<file path="src/rtl/core/nrpp_pkg.sv">
// Package with the constants, codes, types and header table of the RMC position parser.
package nrpp_pkg;

  localparam int BYTE_W = 8;
  localparam int STATUS_W = 2;
  localparam int SEC_W = 28;
  localparam int DEG_W = 16;
  localparam int MIN_W = 13;
  localparam int FRAC_W = 19;
  localparam int DIGIT_W = 9;
  localparam int PROD3_W = 21;
  localparam int X_W = 18;
  localparam int Q_W = 12;
  localparam int RECIP = 268436;
  localparam int RECIP_SHIFT = 25;
  localparam int PROD_W = X_W + 19;

  localparam logic [2:0] HDR_LEN = 3'd7;
  localparam logic [2:0] LAT_COMMA = 3'd2;
  localparam logic [2:0] LON_COMMA = 3'd4;
  localparam logic [2:0] COMMA_MAX = 3'd7;

  localparam logic [BYTE_W-1:0] CHAR_COMMA = 8'h2C;
  localparam logic [BYTE_W-1:0] CHAR_MINUS = 8'h2D;
  localparam logic [BYTE_W-1:0] CHAR_ZERO = 8'h30;

  localparam logic [STATUS_W-1:0] ST_REJECT = 2'd0;
  localparam logic [STATUS_W-1:0] ST_PARSED = 2'd1;
  localparam logic [STATUS_W-1:0] ST_EMPTY = 2'd2;

  localparam logic [1:0] OUT_OPEN = 2'd0;
  localparam logic [1:0] OUT_REJECT = 2'd1;
  localparam logic [1:0] OUT_EMPTY = 2'd2;

  typedef struct packed {
    logic                       res;
    logic [STATUS_W-1:0]        status;
    logic                       job;
    logic                       lon;
    logic                       neg;
    logic signed [DEG_W-1:0]    deg;
    logic signed [MIN_W-1:0]    minute;
    logic signed [FRAC_W-1:0]   frac;
  } stage1_t;

  typedef struct packed {
    logic                       res;
    logic [STATUS_W-1:0]        status;
    logic                       job;
    logic                       lon;
    logic signed [SEC_W-1:0]    whole;
    logic [X_W-1:0]             x;
    logic                       qneg;
  } stage2_t;

  function automatic logic [BYTE_W-1:0] hdr_char(input logic [2:0] pos);
    logic [BYTE_W-1:0] ch;
    case (pos)
      3'd0: ch = 8'h24;
      3'd1: ch = 8'h47;
      3'd2: ch = 8'h50;
      3'd3: ch = 8'h52;
      3'd4: ch = 8'h4D;
      3'd5: ch = 8'h43;
      3'd6: ch = 8'h2C;
      default: ch = 8'h2C;
    endcase
    return ch;
  endfunction

endpackage

</file>
<file path="src/rtl/core/nrpp_ifs.sv">
// Valid/ready channel interfaces for sentence bytes and parse results.
interface nrpp_in_if;
  logic                             valid;
  logic                             ready;
  logic [nrpp_pkg::BYTE_W-1:0]      data_byte;
  logic                             last;

  modport source (output valid, output data_byte, output last, input ready);
  modport sink (input valid, input data_byte, input last, output ready);
endinterface

interface nrpp_out_if;
  logic                                 valid;
  logic                                 ready;
  logic [nrpp_pkg::STATUS_W-1:0]        status;
  logic signed [nrpp_pkg::SEC_W-1:0]    latitude_seconds;
  logic signed [nrpp_pkg::SEC_W-1:0]    longitude_seconds;

  modport source (output valid, output status, output latitude_seconds,
                  output longitude_seconds, input ready);
  modport sink (input valid, input status, input latitude_seconds,
                input longitude_seconds, output ready);
endinterface

</file>
<file path="src/rtl/core/nmea_rmc_position_parser_unit.sv">
// Top level of the RMC sentence position parser with its scaling pipeline.
//
//   Channel  Dir  Word                                           Accepted when
//   in_i     in   data_byte, last                                 valid && ready
//   out_o    out  status, latitude_seconds, longitude_seconds     valid && ready
//
// A byte is taken each cycle unless stalled; parser state updates when it is taken.
// The last byte of a sentence loads its result into the parse register.
// The path runs through the parse register, the scaling register and the output register.
// The reciprocal multiply for the fraction seconds sits in front of the output register.
// Reset clears the parser state, the position registers and all valid flags.
// Input stalls only when the parse register is full, the scaling register holds a result
// and the output register holds a result that the receiver has not taken.
module nmea_rmc_position_parser_unit (
  input  logic          clk_i,
  input  logic          rst_ni,
  nrpp_in_if.sink       in_i,
  nrpp_out_if.source    out_o
);

  logic [2:0]                           hdr_pos_q, hdr_pos_d;
  logic [2:0]                           comma_q, comma_d;
  logic [3:0]                           fpos_q, fpos_d;
  logic                                 fneg_q, fneg_d;
  logic signed [nrpp_pkg::DEG_W-1:0]    deg_q, deg_d;
  logic signed [nrpp_pkg::MIN_W-1:0]    min_q, min_d;
  logic signed [nrpp_pkg::FRAC_W-1:0]   frac_q, frac_d;
  logic [1:0]                           outcome_q, outcome_d;

  logic signed [nrpp_pkg::DIGIT_W-1:0]  digit;
  logic [3:0]                           cpos;
  logic [3:0]                           deg_n;
  logic                                 lon_fld;
  logic                                 in_acc;
  logic                                 in_ready;

  nrpp_pkg::stage1_t                    st1_q, st1_d;
  nrpp_pkg::stage2_t                    st2_q, st2_d;
  logic                                 st1_v_q, st2_v_q;
  logic                                 st1_move, st2_move;

  logic signed [nrpp_pkg::DEG_W-1:0]    s_deg;
  logic signed [nrpp_pkg::MIN_W-1:0]    s_min;
  logic signed [nrpp_pkg::FRAC_W-1:0]   s_frac;
  logic signed [nrpp_pkg::SEC_W-1:0]    whole;
  logic signed [nrpp_pkg::PROD3_W-1:0]  p3;
  logic [nrpp_pkg::PROD3_W-1:0]         p3_abs;

  logic [nrpp_pkg::PROD_W-1:0]          prod;
  logic [nrpp_pkg::Q_W-1:0]             q;
  logic signed [nrpp_pkg::SEC_W-1:0]    q_ext;
  logic signed [nrpp_pkg::SEC_W-1:0]    comp;

  logic signed [nrpp_pkg::SEC_W-1:0]    lat_val_q, lon_val_q;
  logic                                 out_v_q;
  logic [nrpp_pkg::STATUS_W-1:0]        out_status_q;
  logic signed [nrpp_pkg::SEC_W-1:0]    out_lat_q, out_lon_q;

  // Handshake and stage movement.
  assign st2_move = st2_v_q && (!st2_q.res || !out_v_q || out_o.ready);
  assign st1_move = st1_v_q && (!st2_v_q || st2_move);
  assign in_ready = !st1_v_q || st1_move;
  assign in_acc   = in_i.valid && in_ready;
  assign in_i.ready = in_ready;

  assign digit   = $signed({1'b0, in_i.data_byte}) - $signed({1'b0, nrpp_pkg::CHAR_ZERO});
  assign cpos    = fpos_q - 4'd1;
  assign lon_fld = (comma_q == nrpp_pkg::LON_COMMA + 3'd1);
  assign deg_n   = lon_fld ? 4'd3 : 4'd2;

  // Sentence parser.
  always_comb begin
    hdr_pos_d = hdr_pos_q;
    comma_d   = comma_q;
    fpos_d    = fpos_q;
    fneg_d    = fneg_q;
    deg_d     = deg_q;
    min_d     = min_q;
    frac_d    = frac_q;
    outcome_d = outcome_q;
    st1_d     = '0;
    if (in_acc) begin
      if (outcome_q == nrpp_pkg::OUT_OPEN) begin
        if (hdr_pos_q != nrpp_pkg::HDR_LEN) begin
          if (in_i.data_byte != nrpp_pkg::hdr_char(hdr_pos_q)) begin
            outcome_d = nrpp_pkg::OUT_REJECT;
          end else begin
            hdr_pos_d = hdr_pos_q + 3'd1;
            if (hdr_pos_d == nrpp_pkg::HDR_LEN) begin
              comma_d = 3'd1;
            end
          end
        end else if (fpos_q != 4'd0) begin
          if (fpos_q == 4'd1 && !fneg_q && in_i.data_byte == nrpp_pkg::CHAR_COMMA) begin
            outcome_d = nrpp_pkg::OUT_EMPTY;
          end else if (fpos_q == 4'd1 && !fneg_q &&
                       in_i.data_byte == nrpp_pkg::CHAR_MINUS) begin
            fneg_d = 1'b1;
          end else begin
            if (cpos < deg_n) begin
              deg_d = deg_q * 16'sd10 + nrpp_pkg::DEG_W'(digit);
            end else if (cpos < deg_n + 4'd2) begin
              min_d = min_q * 13'sd10 + nrpp_pkg::MIN_W'(digit);
            end else if (cpos > deg_n + 4'd2) begin
              frac_d = frac_q * 19'sd10 + nrpp_pkg::FRAC_W'(digit);
            end
            if (cpos == deg_n + 4'd6) begin
              st1_d.job    = 1'b1;
              st1_d.lon    = lon_fld;
              st1_d.neg    = fneg_d;
              st1_d.deg    = deg_d;
              st1_d.minute = min_d;
              st1_d.frac   = frac_d;
              fpos_d = 4'd0;
              fneg_d = 1'b0;
              deg_d  = '0;
              min_d  = '0;
              frac_d = '0;
            end else begin
              fpos_d = fpos_q + 4'd1;
            end
          end
        end else if (in_i.data_byte == nrpp_pkg::CHAR_COMMA) begin
          if (comma_q == nrpp_pkg::LAT_COMMA || comma_q == nrpp_pkg::LON_COMMA) begin
            fpos_d = 4'd1;
          end
          if (comma_q != nrpp_pkg::COMMA_MAX) begin
            comma_d = comma_q + 3'd1;
          end
        end
      end
      if (in_i.last) begin
        st1_d.res = 1'b1;
        if (outcome_d == nrpp_pkg::OUT_REJECT) begin
          st1_d.status = nrpp_pkg::ST_REJECT;
        end else if (outcome_d == nrpp_pkg::OUT_EMPTY) begin
          st1_d.status = nrpp_pkg::ST_EMPTY;
        end else if (hdr_pos_d != nrpp_pkg::HDR_LEN || fpos_d != 4'd0) begin
          st1_d.status = nrpp_pkg::ST_REJECT;
        end else begin
          st1_d.status = nrpp_pkg::ST_PARSED;
        end
        hdr_pos_d = '0;
        comma_d   = '0;
        fpos_d    = '0;
        fneg_d    = 1'b0;
        deg_d     = '0;
        min_d     = '0;
        frac_d    = '0;
        outcome_d = nrpp_pkg::OUT_OPEN;
      end
    end
  end

  // Scaling stage: whole seconds and the magnitude of the fraction term.
  assign s_deg  = st1_q.deg;
  assign s_min  = st1_q.minute;
  assign s_frac = st1_q.frac;
  assign whole  = nrpp_pkg::SEC_W'(s_deg) * 28'sd3600 + nrpp_pkg::SEC_W'(s_min) * 28'sd60;
  assign p3     = nrpp_pkg::PROD3_W'(s_frac) * 21'sd3;
  assign p3_abs = p3[nrpp_pkg::PROD3_W-1] ? nrpp_pkg::PROD3_W'(-p3) : nrpp_pkg::PROD3_W'(p3);

  always_comb begin
    st2_d        = '0;
    st2_d.res    = st1_q.res;
    st2_d.status = st1_q.status;
    st2_d.job    = st1_q.job;
    st2_d.lon    = st1_q.lon;
    st2_d.whole  = st1_q.neg ? -whole : whole;
    st2_d.x      = p3_abs[nrpp_pkg::PROD3_W-2:2];
    st2_d.qneg   = st1_q.neg ^ p3[nrpp_pkg::PROD3_W-1];
  end

  // Fraction seconds: floor(x / 125) through a reciprocal multiply.
  assign prod  = nrpp_pkg::PROD_W'(st2_q.x) * nrpp_pkg::PROD_W'(nrpp_pkg::RECIP);
  assign q     = prod[nrpp_pkg::RECIP_SHIFT +: nrpp_pkg::Q_W];
  assign q_ext = $signed(nrpp_pkg::SEC_W'(q));
  assign comp  = st2_q.whole + (st2_q.qneg ? -q_ext : q_ext);

  always_ff @(posedge clk_i or negedge rst_ni) begin
    if (!rst_ni) begin
      hdr_pos_q <= '0;
      comma_q   <= '0;
      fpos_q    <= '0;
      fneg_q    <= 1'b0;
      deg_q     <= '0;
      min_q     <= '0;
      frac_q    <= '0;
      outcome_q <= nrpp_pkg::OUT_OPEN;
      st1_v_q   <= 1'b0;
      st2_v_q   <= 1'b0;
      out_v_q   <= 1'b0;
      lat_val_q <= '0;
      lon_val_q <= '0;
    end else begin
      hdr_pos_q <= hdr_pos_d;
      comma_q   <= comma_d;
      fpos_q    <= fpos_d;
      fneg_q    <= fneg_d;
      deg_q     <= deg_d;
      min_q     <= min_d;
      frac_q    <= frac_d;
      outcome_q <= outcome_d;
      if (in_ready) begin
        st1_v_q <= in_acc && (st1_d.job || st1_d.res);
      end
      if (!st2_v_q || st2_move) begin
        st2_v_q <= st1_v_q;
      end
      if (st2_move && st2_q.res) begin
        out_v_q <= 1'b1;
      end else if (out_o.ready) begin
        out_v_q <= 1'b0;
      end
      if (st2_move) begin
        if (st2_q.res) begin
          lat_val_q <= '0;
          lon_val_q <= '0;
        end else if (st2_q.job && !st2_q.lon) begin
          lat_val_q <= comp;
        end else if (st2_q.job) begin
          lon_val_q <= comp;
        end
      end
    end
  end

  always_ff @(posedge clk_i) begin
    if (in_acc) begin
      st1_q <= st1_d;
    end
    if (!st2_v_q || st2_move) begin
      st2_q <= st2_d;
    end
    if (st2_move && st2_q.res) begin
      out_status_q <= st2_q.status;
      out_lat_q    <= (st2_q.job && !st2_q.lon) ? comp : lat_val_q;
      out_lon_q    <= (st2_q.job && st2_q.lon) ? comp : lon_val_q;
    end
  end

  assign out_o.valid             = out_v_q;
  assign out_o.status            = out_status_q;
  assign out_o.latitude_seconds  = out_lat_q;
  assign out_o.longitude_seconds = out_lon_q;

  a_reset_after_last: assert property (@(posedge clk_i) disable iff (!rst_ni)
    in_acc && in_i.last |=> hdr_pos_q == '0 && comma_q == '0 && fpos_q == '0 &&
      outcome_q == nrpp_pkg::OUT_OPEN)
    else $error("Parser state was not cleared after the last word of a sentence.");

  a_field_after_comma: assert property (@(posedge clk_i) disable iff (!rst_ni)
    fpos_q != 4'd0 |-> hdr_pos_q == nrpp_pkg::HDR_LEN &&
      (comma_q == nrpp_pkg::LAT_COMMA + 3'd1 || comma_q == nrpp_pkg::LON_COMMA + 3'd1))
    else $error("A position field is open outside the latitude or longitude slot.");

  a_stall_cause: assert property (@(posedge clk_i) disable iff (!rst_ni)
    !in_ready |-> st1_v_q && st2_v_q && st2_q.res && out_v_q && !out_o.ready)
    else $error("Input stalled without a blocked result ahead of it.");

  a_values_cleared: assert property (@(posedge clk_i) disable iff (!rst_ni)
    st2_move && st2_q.res |=> lat_val_q == '0 && lon_val_q == '0)
    else $error("Position registers were not cleared after a result left the pipeline.");

endmodule
</file>
<file path="src/flat_wrapper.sv">
// flat-port wrapper written by rule: the top's interface ports become plain ports
module nmea_rmc_position_parser_unit_flat 
  (clk_i, rst_ni, in_i_valid, in_i_data_byte, in_i_last, in_i_ready, out_o_valid, out_o_status, out_o_latitude_seconds, out_o_longitude_seconds, out_o_ready);
  nrpp_in_if in_i_i ();
  nrpp_out_if out_o_i ();
  input  logic clk_i;
  input  logic rst_ni;
  input wire logic [$bits(in_i_i.valid)-1:0] in_i_valid;
  input wire logic [$bits(in_i_i.data_byte)-1:0] in_i_data_byte;
  input wire logic [$bits(in_i_i.last)-1:0] in_i_last;
  output wire logic [$bits(in_i_i.ready)-1:0] in_i_ready;
  output wire logic [$bits(out_o_i.valid)-1:0] out_o_valid;
  output wire logic [$bits(out_o_i.status)-1:0] out_o_status;
  output wire logic [$bits(out_o_i.latitude_seconds)-1:0] out_o_latitude_seconds;
  output wire logic [$bits(out_o_i.longitude_seconds)-1:0] out_o_longitude_seconds;
  input wire logic [$bits(out_o_i.ready)-1:0] out_o_ready;
  assign in_i_i.valid = in_i_valid;
  assign in_i_i.data_byte = in_i_data_byte;
  assign in_i_i.last = in_i_last;
  assign in_i_ready = in_i_i.ready;
  assign out_o_valid = out_o_i.valid;
  assign out_o_status = out_o_i.status;
  assign out_o_latitude_seconds = out_o_i.latitude_seconds;
  assign out_o_longitude_seconds = out_o_i.longitude_seconds;
  assign out_o_i.ready = out_o_ready;
  nmea_rmc_position_parser_unit u_core (.clk_i(clk_i), .rst_ni(rst_ni), .in_i(in_i_i), .out_o(out_o_i));
endmodule
</file>
<file path="config.mk">
export PLATFORM = sky130hd
export DESIGN_NAME = nmea_rmc_position_parser_unit_flat
export DESIGN_NICKNAME = d
export VERILOG_FILES = /design/src/rtl/core/nrpp_pkg.sv /design/src/rtl/core/nrpp_ifs.sv /design/src/rtl/core/nmea_rmc_position_parser_unit.sv /design/src/flat_wrapper.sv
export SDC_FILE = /design/constraint.sdc
export NUM_CORES = 1
export LEC_CHECK = 0
export ABC_AREA = 0
export BUFFER_PORTS_ARGS = -buffer_cell sky130_fd_sc_hd__buf_2
export CORE_UTILIZATION = 40
export CTS_CLUSTER_DIAMETER = 40
export DETAILED_ROUTE_END_ITERATION = 6
export PLACE_DENSITY = 0.54
export SETUP_SLACK_MARGIN = 0.15
export SYNTH_ARGS = -nofsm -noshare
export SYNTH_HDL_FRONTEND = slang
export SYNTH_SLANG_ARGS = --single-unit
</file>
<file path="constraint.sdc">
create_clock -name clk_i -period 10.4 [get_ports clk_i]
set_input_delay 0.52 -clock clk_i [delete_from_list [all_inputs] [get_ports clk_i]]
set_output_delay 0.52 -clock clk_i [all_outputs]
set_load 0.05 [all_outputs]
</file>
# Word-level counts from Yosys, hierarchy flattened
# Index checks and enable logic that the tools add are counted.
[totals]
out_inout_bits = 60
word_cells = 221
ff_bits = 284
[op_classes]
multipliers = 7
order_cmp = 3
add_sub_neg = 15
mux = 91
bitwise = 6
n_reduce_logical = 41
eq_ne = 26
[ops]
columns = ["cell", "n"]
rows = [
  ["$mux 51", 6],
  ["$mux 28", 8],
  ["$mux 19", 10],
  ["$mux 16", 8],
  ["$mux 13", 9],
  ["$add 28x28->28", 2],
  ["$mux 54", 1],
  ["$mux 3", 14],
  ["$pmux 7 s6", 1],
  ["$mux 4", 10],
  ["$mul 18x17->35 const B", 1],
  ["$neg 12->28", 1],
  ["$neg 28->28", 1],
  ["$mul 16x9->24 const B", 1],
  ["$mux 8", 3],
  ["$mul 19x3->21 const B", 1],
  ["$mux 20", 1],
  ["$neg 20->20", 1],
  ["$add 19x9->19", 1],
  ["$mul 19x4->18 const B", 1],
  ["$mul 13x5->18 const B", 1],
  ["$mux 2", 9],
  ["$add 16x9->16", 1],
  ["$eq 8x6->1 const B", 2],
  ["other kinds (40)", 95],
]

# Logic depth before layout (Yosys ltp)
[logic_depth]
ltp_word = 23
mapped_depth = 35
depth_no_buf = 34

# Worst setup path before layout
# No wires, ideal clock.
[synth_timing]
kind = "register to register"
from = "register u_core.st2_q[7] in the netlist's numbering"
to = "register u_core.out_lat_q (netlist bit u_core.out_o.latitude_seconds[24]), data pin"
required_time_ns = 10.134
period_less_slack_ns = 8.091
path_slack_ns = 2.309
n_path_buf = 1
setup_time_ns = 0.266
path_stages_with_launch = 35
arrival_ns = 7.825
cell_sequence = "edfxtp_1 -> ha_1 -> ha_1 -> fa_1 -> inv_1 -> fa_1 -> inv_1 -> fa_1 -> inv_1 -> fa_1 -> inv_1 -> ha_1 -> a21oi_1 -> o21bai_1 -> a211oi_1 -> inv_1 -> a31oi_1 -> xor2_1 -> ha_1 -> nand2_1 -> a311o_1 -> or3_1 -> buf_2 -> a221oi_2 -> xor2_1 -> ha_1 -> nand2_1 -> o21ai_0 -> inv_1 -> a2111oi_1 -> o21ai_0 -> a31oi_1 -> o21ai_0 -> a21oi_1 -> o31ai_1"
[synth_between]
elab_chain_cells = 5
[synth_lines]
columns = ["element", "line_no", "rtl"]
rows = [
  ["start: declaration", "nmea_rmc_position_parser_unit.sv:38", "nrpp_pkg::stage2_t st2_q, st2_d;"],
  ["start signal: assignment", "nmea_rmc_position_parser_unit.sv:233", "st2_q <= st2_d;"],
  ["$mul 18x17->35 *", "nmea_rmc_position_parser_unit.sv:175", "assign prod = nrpp_pkg::PROD_W'(st2_q.x) * nrpp_pkg::PROD_W'(nrpp_pkg::RECIP);"],
  ["$neg 12->28", "nmea_rmc_position_parser_unit.sv:178", "assign comp = st2_q.whole + (st2_q.qneg ? -q_ext : q_ext);"],
  ["$mux 28 *", "nmea_rmc_position_parser_unit.sv:178", ""],
  ["$add 28x28->28 *", "nmea_rmc_position_parser_unit.sv:178", ""],
  ["$mux 28 *", "-", ""],
  ["end signal: assignment", "nmea_rmc_position_parser_unit.sv:237", "out_lat_q <= (st2_q.job && !st2_q.lon) ? comp : lat_val_q;"],
  ["end: declaration", "nmea_rmc_position_parser_unit.sv:57", "logic signed [nrpp_pkg::SEC_W-1:0] out_lat_q, out_lon_q;"],
]
# Mark *: on every way between the ends. The rest lies on a longest branch, timed or not.
# A chain may end at the register's enable or synchronous reset.

# Worst setup path after layout
[layout_timing]
from = "register u_core.st2_q[4] in the netlist's numbering"
to = "register u_core.out_lat_q (netlist bit u_core.out_o.latitude_seconds[24]), data pin"
# The elaborated chain is that of the path after synthesis.

==> results.json <==
{
  "synth_nets": 3278,
  "cp.required_ps": 10790,
  "grt_pass1_wl_mm": 99.1,
  "nets": 3358,
  "run_status": "finished clean",
  "synthTopCellsByCount": "ha_1 (449), inv_1 (329), xnor2_1 (171), edfxtp_1 (162), nand2_1 (160)",
  "row_count": 94,
  "globalplace.congestion": 0.852,
  "grt_max_degree": 63,
  "yosys_warnings": 0,
  "drive_gt1_share_pct": 8.45,
  "die_h_microns": 260,
  "dr.pass1.iters": 5,
  "worst_setup_path_start_kind": "flip-flop",
  "clock_sinks": 281,
  "place_hpwl_mm": 47.7,
  "cts_htree_levels": 2,
  "start_util_pct": 40.4,
  "final.period_utilization_pct": 88.1,
  "tightest_slew_ps": 1160,
  "crit_fanout": 6,
  "rsz0062_at_grt": "false",
  "timing.final.hold_violations": 0,
  "highest_layer": "met5",
  "async_reset_ff_share_pct": 42.3,
  "dp_slack_ps": 1190,
  "io_buffer_count": 72,
  "synth_cell_types": 85,
  "track_usage_pct": 17.9,
  "ys_seq_elements": 281,
  "ios": 73,
  "drc": 0,
  "antenna_found_initial": 2,
  "arrival_ps": 9550,
  "synthFlopType": "edfxtp_1",
  "irDropWorstVdd_mv": 0.239,
  "antenna_cells": 0,
  "m1WireLength_mm": 28.1,
  "routed_via_density": 5.24,
  "p_per_area_nw_per_um2": 271,
  "ys_seq_area_share_pct": 29.5,
  "netlist.area_leader.share_pct": 21.1,
  "clockRootBuffer": "clkbuf_16",
  "coreArea_sq_um": 65900,
  "cts_resized": 0,
  "dr_wl_met3_mm": 1.90,
  "finalWirelength_mm": 59.3,
  "total_power_mw": 7.99,
  "crit_slowest_cell": "fa_1",
  "wl_met2_mm": 28.1,
  "end_kind": "flip-flop",
  "ctsLongestPathBuffers": 3,
  "fmax_mhz": 109,
  "max_cap_violations": 0,
  "die_width_microns": 260,
  "yosysMostFrequentCell": "ha_1",
  "die-area_sq_um": 67600,
  "cts_hold_buffers": 0,
  "grt_pass1_vias": 19600,
  "max_stage_delay_ps": 550,
  "p_leak_nw": 14.2,
  "fin_skew_ps": 44.6,
  "post-cts-setup-buffers": 0,
  "clock_latency_ps": 590,
  "hp-class": "in2async",
  "syn_area_per_cell_sq_um": 9.81,
  "clkTransAtPathRegs_ps": 60,
  "synth_edf_count": 162,
  "cts-buffers-inserted": 44,
  "cts_tree": "built",
  "grt-ovfl-total": 0,
  "slew_violations": 0,
  "syn_area_sq_um": 26600,
  "fin_ws_ps": 1240,
  "wl_per_cell_microns": 16.1,
  "finalWorstPathRequiredPeriod_ps": 9160,
  "first_iter_violations": 958,
  "yosys-top-cells-area": "ha_1 (21%), edfxtp_1 (18%), dfrtp_1 (11%), fa_1 (7.7%), xnor2_1 (5.6%)",
  "tns_ps": 0,
  "path_common_cell": "ha_1",
  "ant_nets": 0,
  "maxSlewHeadroom_pct": 21.9,
  "path_class": "reg2reg",
  "setup_violations": 0,
  "syn2layout_area_growth_pct": 10.9,
  "num_vias": 19300,
  "yosysTopAreaCell": "ha_1",
  "synthCells": 2713
}
state kept, by name (all words and copies together) (netlist names), 16 cells and up:
name / count
u_core.lat_val_q: 28
u_core.st2_q: 50
u_core.lon_val_q: 28
u_core.s_frac: 19
u_core.frac_q: 18
u_core.deg_q: 16
u_core.s_deg: 16
u_core.out_o.longitude_seconds: 28
u_core.out_o.latitude_seconds: 28
worst paths after layout:
| kind | from | depth (start not counted) | slack (ps) | to |
|---|---|---|---|---|
| max reg2reg | u_core.st2_q[4]$_DFFE_PP_ | 33 | 1240 | u_core.out_o.latitude_seconds[24]$_DFFE_PP_ |
| max | u_core.st2_q[4]$_DFFE_PP_ | 33 | 1240 | u_core.out_o.latitude_seconds[24]$_DFFE_PP_ |
| min in group clk_i | in_i_last | 2 | 330 | u_core.hdr_pos_q[0]$_DFFE_PN0P_ |
| min | rst_ni | 1 | 30 | u_core.lon_val_q[0]$_DFFE_PN0P_ |
| max in group asynchronous | rst_ni | 2 | 9010 | u_core.deg_q[11]$_DFFE_PN0P_ |
| min reg2reg | u_core.st1_q[52]$_SDFFCE_PP0P_ | 0 | 420 | u_core.st2_q[50]$_DFFE_PP_ |
logic make-up (layout without fill, tap and decap cells):
family | Yosys count | in the layout | synth area share [%]
AND/OR/NAND/NOR | 573 | 573 | 10.6
multiplexers | 43 | 43 | 1.76
XOR/XNOR | 244 | 244 | 8.03
AO/OA/AOI/OAI | 634 | 634 | 15.9
adder cells (fa/ha/maj) | 552 | 552 | 28.8
buffers and inverters | 386 | 502 | 5.46
flip-flops | 281 | 281 | 29.5
cells in the final DEF, fill, tap and decap left out, drive strengths merged, types with 9 or more instances in the layout:
cell type and n:
a31oi 11, o21bai 23, mux2i 13, fa 103, nand2 160, a211oi 16
a21o 49, a21boi 9, o21a 24, and2 37, dfrtp 119, mux2 30
nor2b 25, xnor2 171, o21ai 161, clkinv 11, ha 449, inv 343
clkbuf 49, a21oi 152, and3 11, nor2 143, nor3 43, buf 91
a22o 78, o31ai 18, or2 11, o211ai 10, and4 15, or3 17
nand3 40, nand2b 26, edfxtp 162, nand4 17, xor2 73
layer usage:
layer	global-route usage (%)	vias up
met5	0	-
met2	30.9	264
met1	23.4	9204
li1	-	9791
met4	4.93	2
met3	2.37	85
report_power, final:
group	switching, mW	internal [mW]
Sequential	0.112	1.43
Combinational	2.99	2.00
Clock	0.585	0.877
layout make-up:
class	count	area, sq um
sequential	281	7840
clock inverter	33	347
clock buffer	49	1150
timing repair buffer	91	505
tap	864	1080
inverter	329	1230
multi-input combinational	2046	17400
fill	6307	36300
worst max-delay path: cells and delay by family (launching register included):
kind | cells | cell delay (ps)
AO/OA/AOI/OAI | 10 | 3170
XOR/XNOR | 2 | 400
adder cells (fa/ha/maj) | 9 | 3340
buffers and inverters | 5 | 270
flip-flops | 1 | 500
AND/OR/NAND/NOR | 7 | 1340
through the flow:
stage / cell area [sq um] / util (%) / hold WS (ps) / cells
after floorplan: 26600 / - / 224 / 2713
after global placement: 28000 / 42.5 / 411 / 3611
after detailed placement: 28000 / 42.5 / 405 / 3611
after CTS: 29500 / 44.8 / 33.9 / 3693
after global routing: 29500 / 44.8 / 68.9 / 3693
final: 29500 / 44.8 / 29.0 / 3693
(Power assumes the default switching activity.)
